### src/minv_ram.sv
// ----------------------------------------------------------------------------
// minv_ram
// Simple dual-port RAM: one write port, one read port, registered read data.
// ----------------------------------------------------------------------------
module minv_ram #(
  parameter int unsigned Width = 32,
  parameter int unsigned Depth = 16
) (
  input  logic                     clk_i,
  input  logic                     we_i,
  input  logic [$clog2(Depth)-1:0] waddr_i,
  input  logic [Width-1:0]         wdata_i,
  input  logic [$clog2(Depth)-1:0] raddr_i,
  output logic [Width-1:0]         rdata_o
);

  logic [Width-1:0] mem_q [Depth];
  logic [Width-1:0] rdata_q;

  always_ff @(posedge clk_i) begin
    if (we_i) begin
      mem_q[waddr_i] <= wdata_i;
    end
    rdata_q <= mem_q[raddr_i];
  end

  assign rdata_o = rdata_q;

endmodule

### config.mk
export PLATFORM = sky130hd
export DESIGN_NAME = minv_ram
export DESIGN_NICKNAME = d
export VERILOG_FILES = /design/src/minv_ram.sv
export SDC_FILE = /design/constraint.sdc
export NUM_CORES = 1
export LEC_CHECK = 0
export BUFFER_PORTS_ARGS = -buffer_cell sky130_fd_sc_hd__buf_2
export CORE_UTILIZATION = 58
export CTS_BUF_LIST = sky130_fd_sc_hd__clkbuf_4
export DETAILED_ROUTE_END_ITERATION = 12
export PLACE_DENSITY = 0.78
export SLEW_MARGIN = 20
export SYNTH_ARGS = -nofsm -noshare
export SYNTH_HDL_FRONTEND = slang
export SYNTH_SLANG_ARGS = --single-unit
### constraint.sdc
create_clock -name clk_i -period 3.55 [get_ports clk_i]
set_clock_uncertainty 0.2 [all_clocks]
set_input_delay 0.5325 -clock clk_i [delete_from_list [all_inputs] [get_ports clk_i]]
set_output_delay 0.5325 -clock clk_i [all_outputs]
set_load 0.005 [all_outputs]
==> out/metrics.yaml <==
clk_root_buffer_cell: "clkbuf_4"
hp-start: "raddr_i[2]"
drt-initial-drc-count: 889
post-dp-hpwl_mm: 20.9
drt-pass1-iter-count: 5
synth_fp_nets: 880
dp.cells: 1350
crit_arrival_ns: 1.29
clk_path_buf_depth: 3
final_max_slew_viol_count: 0
synthCells: 838
antenna_found_initial: 1
fin_cells: 1629
r2r_start: "mem_q[8][3]"
ir_drop_uv: 275
tritoncts: "yes"
finalCriticalPeriod_ns: 2.02
row_count: 67
vias_per_cell: 5.93
power_leakage_nw: 7.74
vias: 9652
status: "complete, no violations"
area_growth_pct: 16.6
critPathBufInv: 1
yosysWarnings: 0
cts_buffers: 134
ys_types: 18
clk_latency_ns: 0.80
criticalPathCategory: "flip-flop to primary output"
hold_viol: 0
syn_area_per_cell_um2: 23.7
ant_nets: 0
io_buffers: 73
die-area_um2: 35000
wirelength_mm: 39.6
grt_pass1_vias: 10400
tightest_slew_ns: 1.01
hold_class: "input port to flip-flop"
finalHoldWorstSlack_ns: 0.144
rsz0062_at_grt: "no"
fin_tns_setup_ns: 0
worstPathRequired_ns: 2.82
startpoint_type: "flip-flop"
gr-total-overflow: 0
cp-end-kind: "primary output"
nNetsFinal: 1112
die_w_um: 187
cpPeakStageDelay_ns: 0.38
netlist_area_um2: 19900
ys_ff_latch: 544
clk_pin_slew_worst_paths_ns: 0.07
clock.fmax_ghz: 0.495
grt_pass1_wl_mm: 60.1
setup_viol: 0
drive_gt1_share_pct: 40.3
die_h_um: 187
cp_cell_sequence: "buf_2"
fill_cells: 2048
post_drt_wl_per_cell_um: 24.3
clock_sinks: 544
crit_family: "flip-flops"
cp_max_fo: 1
gp_congestion: 0.741
powerDensity_nw_per_um2: 565
grt_max_degree: 39
slowest_stage: "dfxtp_1"
drc: 0
maxCapViolCount: 0
grt_usage_pct: 23.7
yosysSeqAreaShare_pct: 80.7
period_share_pct: 56.9
ios: 74
relSlewSlack_pct: 32.3
core-area_um2: 33600
startpoint: "rdata_o[22]"
start_util_pct: 59.1
cts_resized: 0
htree_levels: 4
-- routing by layer --
metal / global-route usage, % / wire length, um / vias to the layer above
met5: 0 / 0 / -
met4: 9.14 / 744 / 0
met3: 5.93 / 3130 / 56
met2: 37.1 / 19400 / 448
met1: 32.8 / 16300 / 4995
li1: - / - / 4153
-- flip-flops by register name (all words and copies together) (netlist names) --
signal	cells
rdata_o	32
mem_q	512
-- where the power goes --
group / internal [mW] / switching [mW]
Combinational: 0.286 / 0.363
Sequential: 7.18 / 0.0453
Clock: 2.89 / 2.33
-- Yosys cell counts --
library cell	count	area [um2]
a22oi_1	64	480
and2_1	1	6.26
buf_1	9	33.8
buf_2	4	20.0
buf_4	11	82.6
buf_6	2	22.5
clkbuf_1	17	63.8
dfxtp_1	32	641
edfxtp_1	512	15400
mux4_2	128	2880
nand2_1	33	124
nand2b_1	2	12.5
nand3_1	1	5.00
nand3b_1	2	15.0
nor2_1	13	48.8
nor2b_1	2	12.5
nor3_1	4	20.0
or3b_2	1	8.76
-- logic make-up after synthesis --
group	after synthesis	synth area share, %
AOI/OAI and AO/OA	64	2.42
DFF	544	80.7
and+or+nand+nor	59	1.27
buffers and inverters	43	1.12
muxes	128	14.5
-- final timing paths --
kind	endpoint	slack, ns	cells past startpoint
setup / recovery	rdata_o[22]	1.53	1
setup reg to reg	rdata_o[3]	1.88	3
hold / removal	rdata_o[7]	0.14	4
hold reg to reg	rdata_o[26]	0.45	3
-- repair_timing --
action,in CTS,in global routing
buffers inserted,0,0
hold buffers,32,0
endpoints found under the hold margin,512,0
-- placed cells by master, fill, tap and decap left out --
cell type,n
edfxtp_1,512
clkbuf_4,208
mux4_2,128
buf_2,71
a22oi_1,64
nand2_1,33
dlygate4sd3_1,32
dfxtp_1,32
buf_4,29
clkinv_1,27
nor2_4,13
inv_2,6
buf_12,6
nor3_4,3
bufinv_16,3
nor2b_4,2
nand3b_1,2
nand2b_1,2
clkinv_2,2
diode_2,1
and2_2,1
nand3_1,1
nor3_2,1
or3b_2,1
clkbuf_8,1
-- area by class of cell --
class                      instances  area [um2]  share of cell area, %
timing repair buffer             139        1030                   4.44
sequential                       544       16000                   69.2
tap                              448         561                   2.42
multi-input combinational        251        3770                   16.3
clock buffer                     208        1560                   6.74
antenna                            1        2.50                 0.0108
clock inverter                    38         224                  0.967
-- through the flow --
step           cell area [um2]  setup WS, ns  utilization [%]  total power [mW]
3_3_place_gp             21100         0.869             62.6              7.96
3_5_place_dp             21100         0.928             62.6              7.98
2_1_floorplan            19900        0.0157                -              7.70
4_1_cts                  23200          1.47             68.9              13.2
6_report                 23200          1.53             68.9              13.1
5_1_grt                  23200          1.47             68.9              13.6
Power figures use the tool's default switching activity.
