<file path="src/minv_pkg.sv">
// ----------------------------------------------------------------------------
// minv_pkg
// Shared widths, state type and index helper for the matrix inverse block.
// ----------------------------------------------------------------------------
package minv_pkg;

  localparam int unsigned ElemW      = 32;
  localparam int unsigned AccW       = 64;
  localparam int unsigned StoreDepth = 16;
  localparam int unsigned AddrW      = 4;
  localparam int unsigned ThrW       = 17;
  localparam logic [ThrW-1:0] ThrReset = 17'd7;

  typedef enum logic [3:0] {
    ST_LOAD,
    ST_CRD,
    ST_CMUL,
    ST_CWR,
    ST_DRD,
    ST_DMUL,
    ST_CHK,
    ST_ORD,
    ST_ODIV
  } state_e;

  typedef enum logic [1:0] {
    MP_AD,
    MP_BC,
    MP_EM
  } mul_ph_e;

  // k-th index of 0..3 when index x is left out
  function automatic logic [1:0] skip_idx(input logic [1:0] k, input logic [1:0] x);
    return (k < x) ? k : k + 2'd1;
  endfunction

endpackage

</file>
<file path="src/minv_qmul.sv">
// ----------------------------------------------------------------------------
// minv_qmul
// Q16.16 multiply of a 32-bit element by a 64-bit value, floored, mod 2^64.
// One 33x33 multiplier used over three partial products.
// ----------------------------------------------------------------------------
module minv_qmul (
  input  logic                                clk_i,
  input  logic                                rst_ni,
  input  logic                                start_i,
  input  logic signed [minv_pkg::ElemW-1:0]   a_i,
  input  logic [minv_pkg::AccW-1:0]           m_i,
  output logic                                done_o,
  output logic [minv_pkg::AccW-1:0]           p_o
);
  import minv_pkg::*;

  localparam logic [1:0] PhLo   = 2'd0;
  localparam logic [1:0] PhMid  = 2'd1;
  localparam logic [1:0] PhHi   = 2'd2;
  localparam logic [1:0] PhLast = 2'd3;

  logic signed [ElemW-1:0] e_q;
  logic [AccW-1:0]         m_q;
  logic                    run_q;
  logic [1:0]              ph_q;
  logic                    done_q;
  logic signed [65:0]      prod_q;
  logic [AccW-1:0]         acc_q;
  logic signed [32:0]      opb;
  logic signed [65:0]      prod;

  always_comb begin
    unique case (ph_q)
      PhLo:    opb = {17'b0, m_q[15:0]};
      PhMid:   opb = {1'b0, m_q[47:16]};
      default: opb = {{17{m_q[63]}}, m_q[63:48]};
    endcase
  end

  assign prod = $signed({e_q[ElemW-1], e_q}) * opb;

  always_ff @(posedge clk_i or negedge rst_ni) begin
    if (!rst_ni) begin
      run_q  <= 1'b0;
      ph_q   <= PhLo;
      done_q <= 1'b0;
    end else begin
      done_q <= run_q && (ph_q == PhLast);
      if (start_i) begin
        run_q <= 1'b1;
        ph_q  <= PhLo;
      end else if (run_q) begin
        ph_q <= ph_q + 2'd1;
        if (ph_q == PhLast) begin
          run_q <= 1'b0;
        end
      end
    end
  end

  always_ff @(posedge clk_i) begin
    if (start_i) begin
      e_q <= a_i;
      m_q <= m_i;
    end
    if (run_q) begin
      unique case (ph_q)
        PhLo: begin
          prod_q <= prod;
        end
        PhMid: begin
          // floor of e * low 16 bits, shifted down
          acc_q  <= {{32{prod_q[47]}}, prod_q[47:16]};
          prod_q <= prod;
        end
        PhHi: begin
          acc_q  <= acc_q + prod_q[63:0];
          prod_q <= prod;
        end
        default: begin
          acc_q <= acc_q + {prod_q[31:0], 32'b0};
        end
      endcase
    end
  end

  assign done_o = done_q;
  assign p_o    = acc_q;

endmodule

</file>
<file path="config.mk">
export PLATFORM = sky130hd
export DESIGN_NAME = minv_qmul
export DESIGN_NICKNAME = d
export VERILOG_FILES = /design/src/minv_pkg.sv /design/src/minv_qmul.sv
export SDC_FILE = /design/constraint.sdc
export NUM_CORES = 2
export LEC_CHECK = 0
export ABC_AREA = 1
export BUFFER_PORTS_ARGS = -buffer_cell sky130_fd_sc_hd__buf_2
export CORE_ASPECT_RATIO = 1.1
export CORE_MARGIN = 3
export CORE_UTILIZATION = 26
export DETAILED_ROUTE_END_ITERATION = 16
export SLEW_MARGIN = 20
export SYNTH_ARGS = -nofsm -noshare
export SYNTH_HDL_FRONTEND = slang
export SYNTH_SLANG_ARGS = --single-unit
</file>
<file path="constraint.sdc">
create_clock -name clk_i -period 9.5 [get_ports clk_i]
set_input_delay 0.95 -clock clk_i [delete_from_list [all_inputs] [get_ports clk_i]]
set_output_delay 0.95 -clock clk_i [all_outputs]
set_load 0.02 [all_outputs]
</file>
==> metrics.yaml <==
ys.flop_type: "edfxtp_1"
drtPass1Iterations: 8
synth_top_area_share_pct: 41.7
r2r_slack_ns: 0.38
critPathMaxFanout: 17
clock-sinks: 228
ys_async_sr_fraction_pct: 1.75
finalSetupTns_ns: 0
finalMaxSlewViolations: 0
critPathCaptureType: "register"
cts_tree: "yes"
wl_met2_mm: 95.1
hold_violations: 0
critPathRequiredTime_ns: 9.95
ys_top_cells_by_count: "nand2_1, inv_1, fa_1"
grt-ovfl-total: 0
grt_pass1_wl_mm: 306
period_needed_ns: 9.12
synthesis.area_um2: 53000
vias: 44400
wl_met1_mm: 82.4
via_per_inst: 4.73
grt_start_max_net_pins: 63
start_util_pct: 26.2
die_x_um: 437
insertion_delay_ns: 0.69
period_share_pct: 96.0
yosys.area.top_type: "fa_1"
yosysUniqueCellTypes: 49
synth_seq_cells: 228
drtIter0Drc: 3779
finalSetupViolCount: 0
detail-route-antenna-nets: 0
pin_count: 164
grt_usage_pct: 19.6
grt_pass1_vias: 47500
synth_edf_count: 224
syn-instance-count: 6529
avgSynthCellArea_um2: 8.12
gp_congestion: 0.968
antenna_found_initial: 2
core_area_um2: 202000
wirelength_mm: 206
drive_gt1_share_pct: 7.32
synth_nets: 8016
clock.fmax_mhz: 110
hpwl_mm: 173
drcViolationCount: 0
max_slew_margin_pct: 26.2
clkSlewWorstSetupHoldPaths_ns: 0.07
dr_wl_met3_mm: 16.4
placement.io_buffers: 163
ys_seq_area_share_pct: 12.9
worst_pin_slew_ns: 1.11
core.rowCount: 173
cts_hold_buf: 0
synth_most_common_cell: "nand2_1"
fp.dieH_um: 480
startpoint_type: "register"
cts_root_buf: "clkbuf_16"
skew_ns: 0.0390
nNetsFinal: 8144
yosys_warnings: 0
routedWlPerCell_um: 21.9
grt_setup_unrepaired: "true"
numCtsBuffers: 30
syn_to_final_growth_pct: 10.0
top_layer: "met5"
die-area_um2: 209000
maxCapViolations: 0
clock_path_buffers: 3
htree_levels: 1
crit_type: "register to register"
synth_area_leaders: "fa_1, edfxtp_1, nand2_1"
crit_arrival_ns: 9.58
outcome: "completed"
hold_path.class: "primary input to async pin"
==> flip-flops by register name (all words and copies together), names as in the netlist <==
signal	count
e_q	32
ph_q	2
p_o	64
prod_q	64
m_q	64
done_o	1
run_q	1
==> layout by cell type (no fill, tap or decap), drive strengths merged, types with 18 or more instances in the layout <==
cell and instances:
o21bai 24, clkbuf 33, xor2 47, buf 292
nor2 743, fa 1105, inv 1536, a21oi 282
nor3 23, ha 283, nand4 36, clkinv 20
nand2 1600, xnor2 18, o21ai 131, nand3 164
edfxtp 224
==> critical path, stage by stage, from the launching register on <==
cell,delay (ns)
dfrtp_1,0.44
inv_1,0.14
ha_1,0.29
nor2_4,0.30
buf_4,0.38
a221o_1,0.17
nand2_1,0.31
inv_4,0.41
nand2_1,0.13
fa_1,0.53
inv_1,0.05
fa_1,0.50
inv_1,0.06
fa_1,0.53
inv_1,0.06
fa_1,0.48
fa_1,0.42
fa_1,0.60
fa_1,0.48
fa_1,0.47
ha_1,0.37
a21oi_1,0.29
o21ai_0,0.21
a21oi_1,0.41
o21bai_1,0.16
nand3b_1,0.30
xor2_1,0.35
==> routing by layer <==
layer / vias up / GRT usage [%]
met5: - / 0
met4: 4 / 9.25
met3: 482 / 3.58
met2: 2017 / 32.4
met1: 22400 / 24.7
li1: 19600 / -
==> final timing paths <==
kind	cells past startpoint	from	to
worst max-delay path	26	ph_q[0]	prod_q[46]
worst min-delay path	1	rst_ni	ph_q[0]
worst max register to register	26	ph_q[0]	prod_q[46]
worst min register to register	2	run_q	done_o
max in group asynchronous	1	rst_ni	done_o
min in group clk_i	1	m_i[7]	m_q[7]
==> cells by family (layout without fill, tap and decap cells) <==
logic type / Yosys count / count (layout) / share of synthesized area, %
DFF: 228 / 228 / 12.9
buffers and inverters: 1738 / 1887 / 12.5
xor gates and xnor gates: 65 / 65 / 1.07
AOI/OAI and AO/OA: 494 / 494 / 5.16
and+or+nand+nor: 2616 / 2616 / 20.0
adders and majority gates: 1388 / 1388 / 48.4
other: 0 / 2 / 0
==> area by class of cell <==
cell class | instances | area (µm²)
Antenna cell | 2 | 5.00
Clock buffer | 33 | 762
Clock inverter | 20 | 166
Fill cell | 21700 | 144000
Inverter | 1542 | 5800
Multi-Input combinational cell | 4563 | 39600
Sequential cell | 228 | 6830
Tap cell | 2712 | 3390
Timing Repair Buffer | 292 | 1800
==> per-stage QoR <==
stage,util [%],setup WS (ns),instance area [µm²],hold slack (ns),std cells
after CTS,28.8,0.185,58300,0.0377,9390
final,28.8,0.376,58400,0.0901,9392
after global placement,28.4,0.334,57400,0.557,9337
after global routing,28.8,-0.000330,58400,0.0586,9390
after detailed placement,28.4,0.233,57400,0.551,9337
after floorplan,-,1.49,53000,0.454,6529
==> what timing repair did <==
action / 4_1_cts / 5_1_grt
setup buffers: 0 / 0
resized for setup: 0 / 9
setup endpoints to repair: 0 / 4
Power is left out: the tool's default activity adds up to more than one toggle a clock period on the data nets, which glitch-free logic cannot reach.
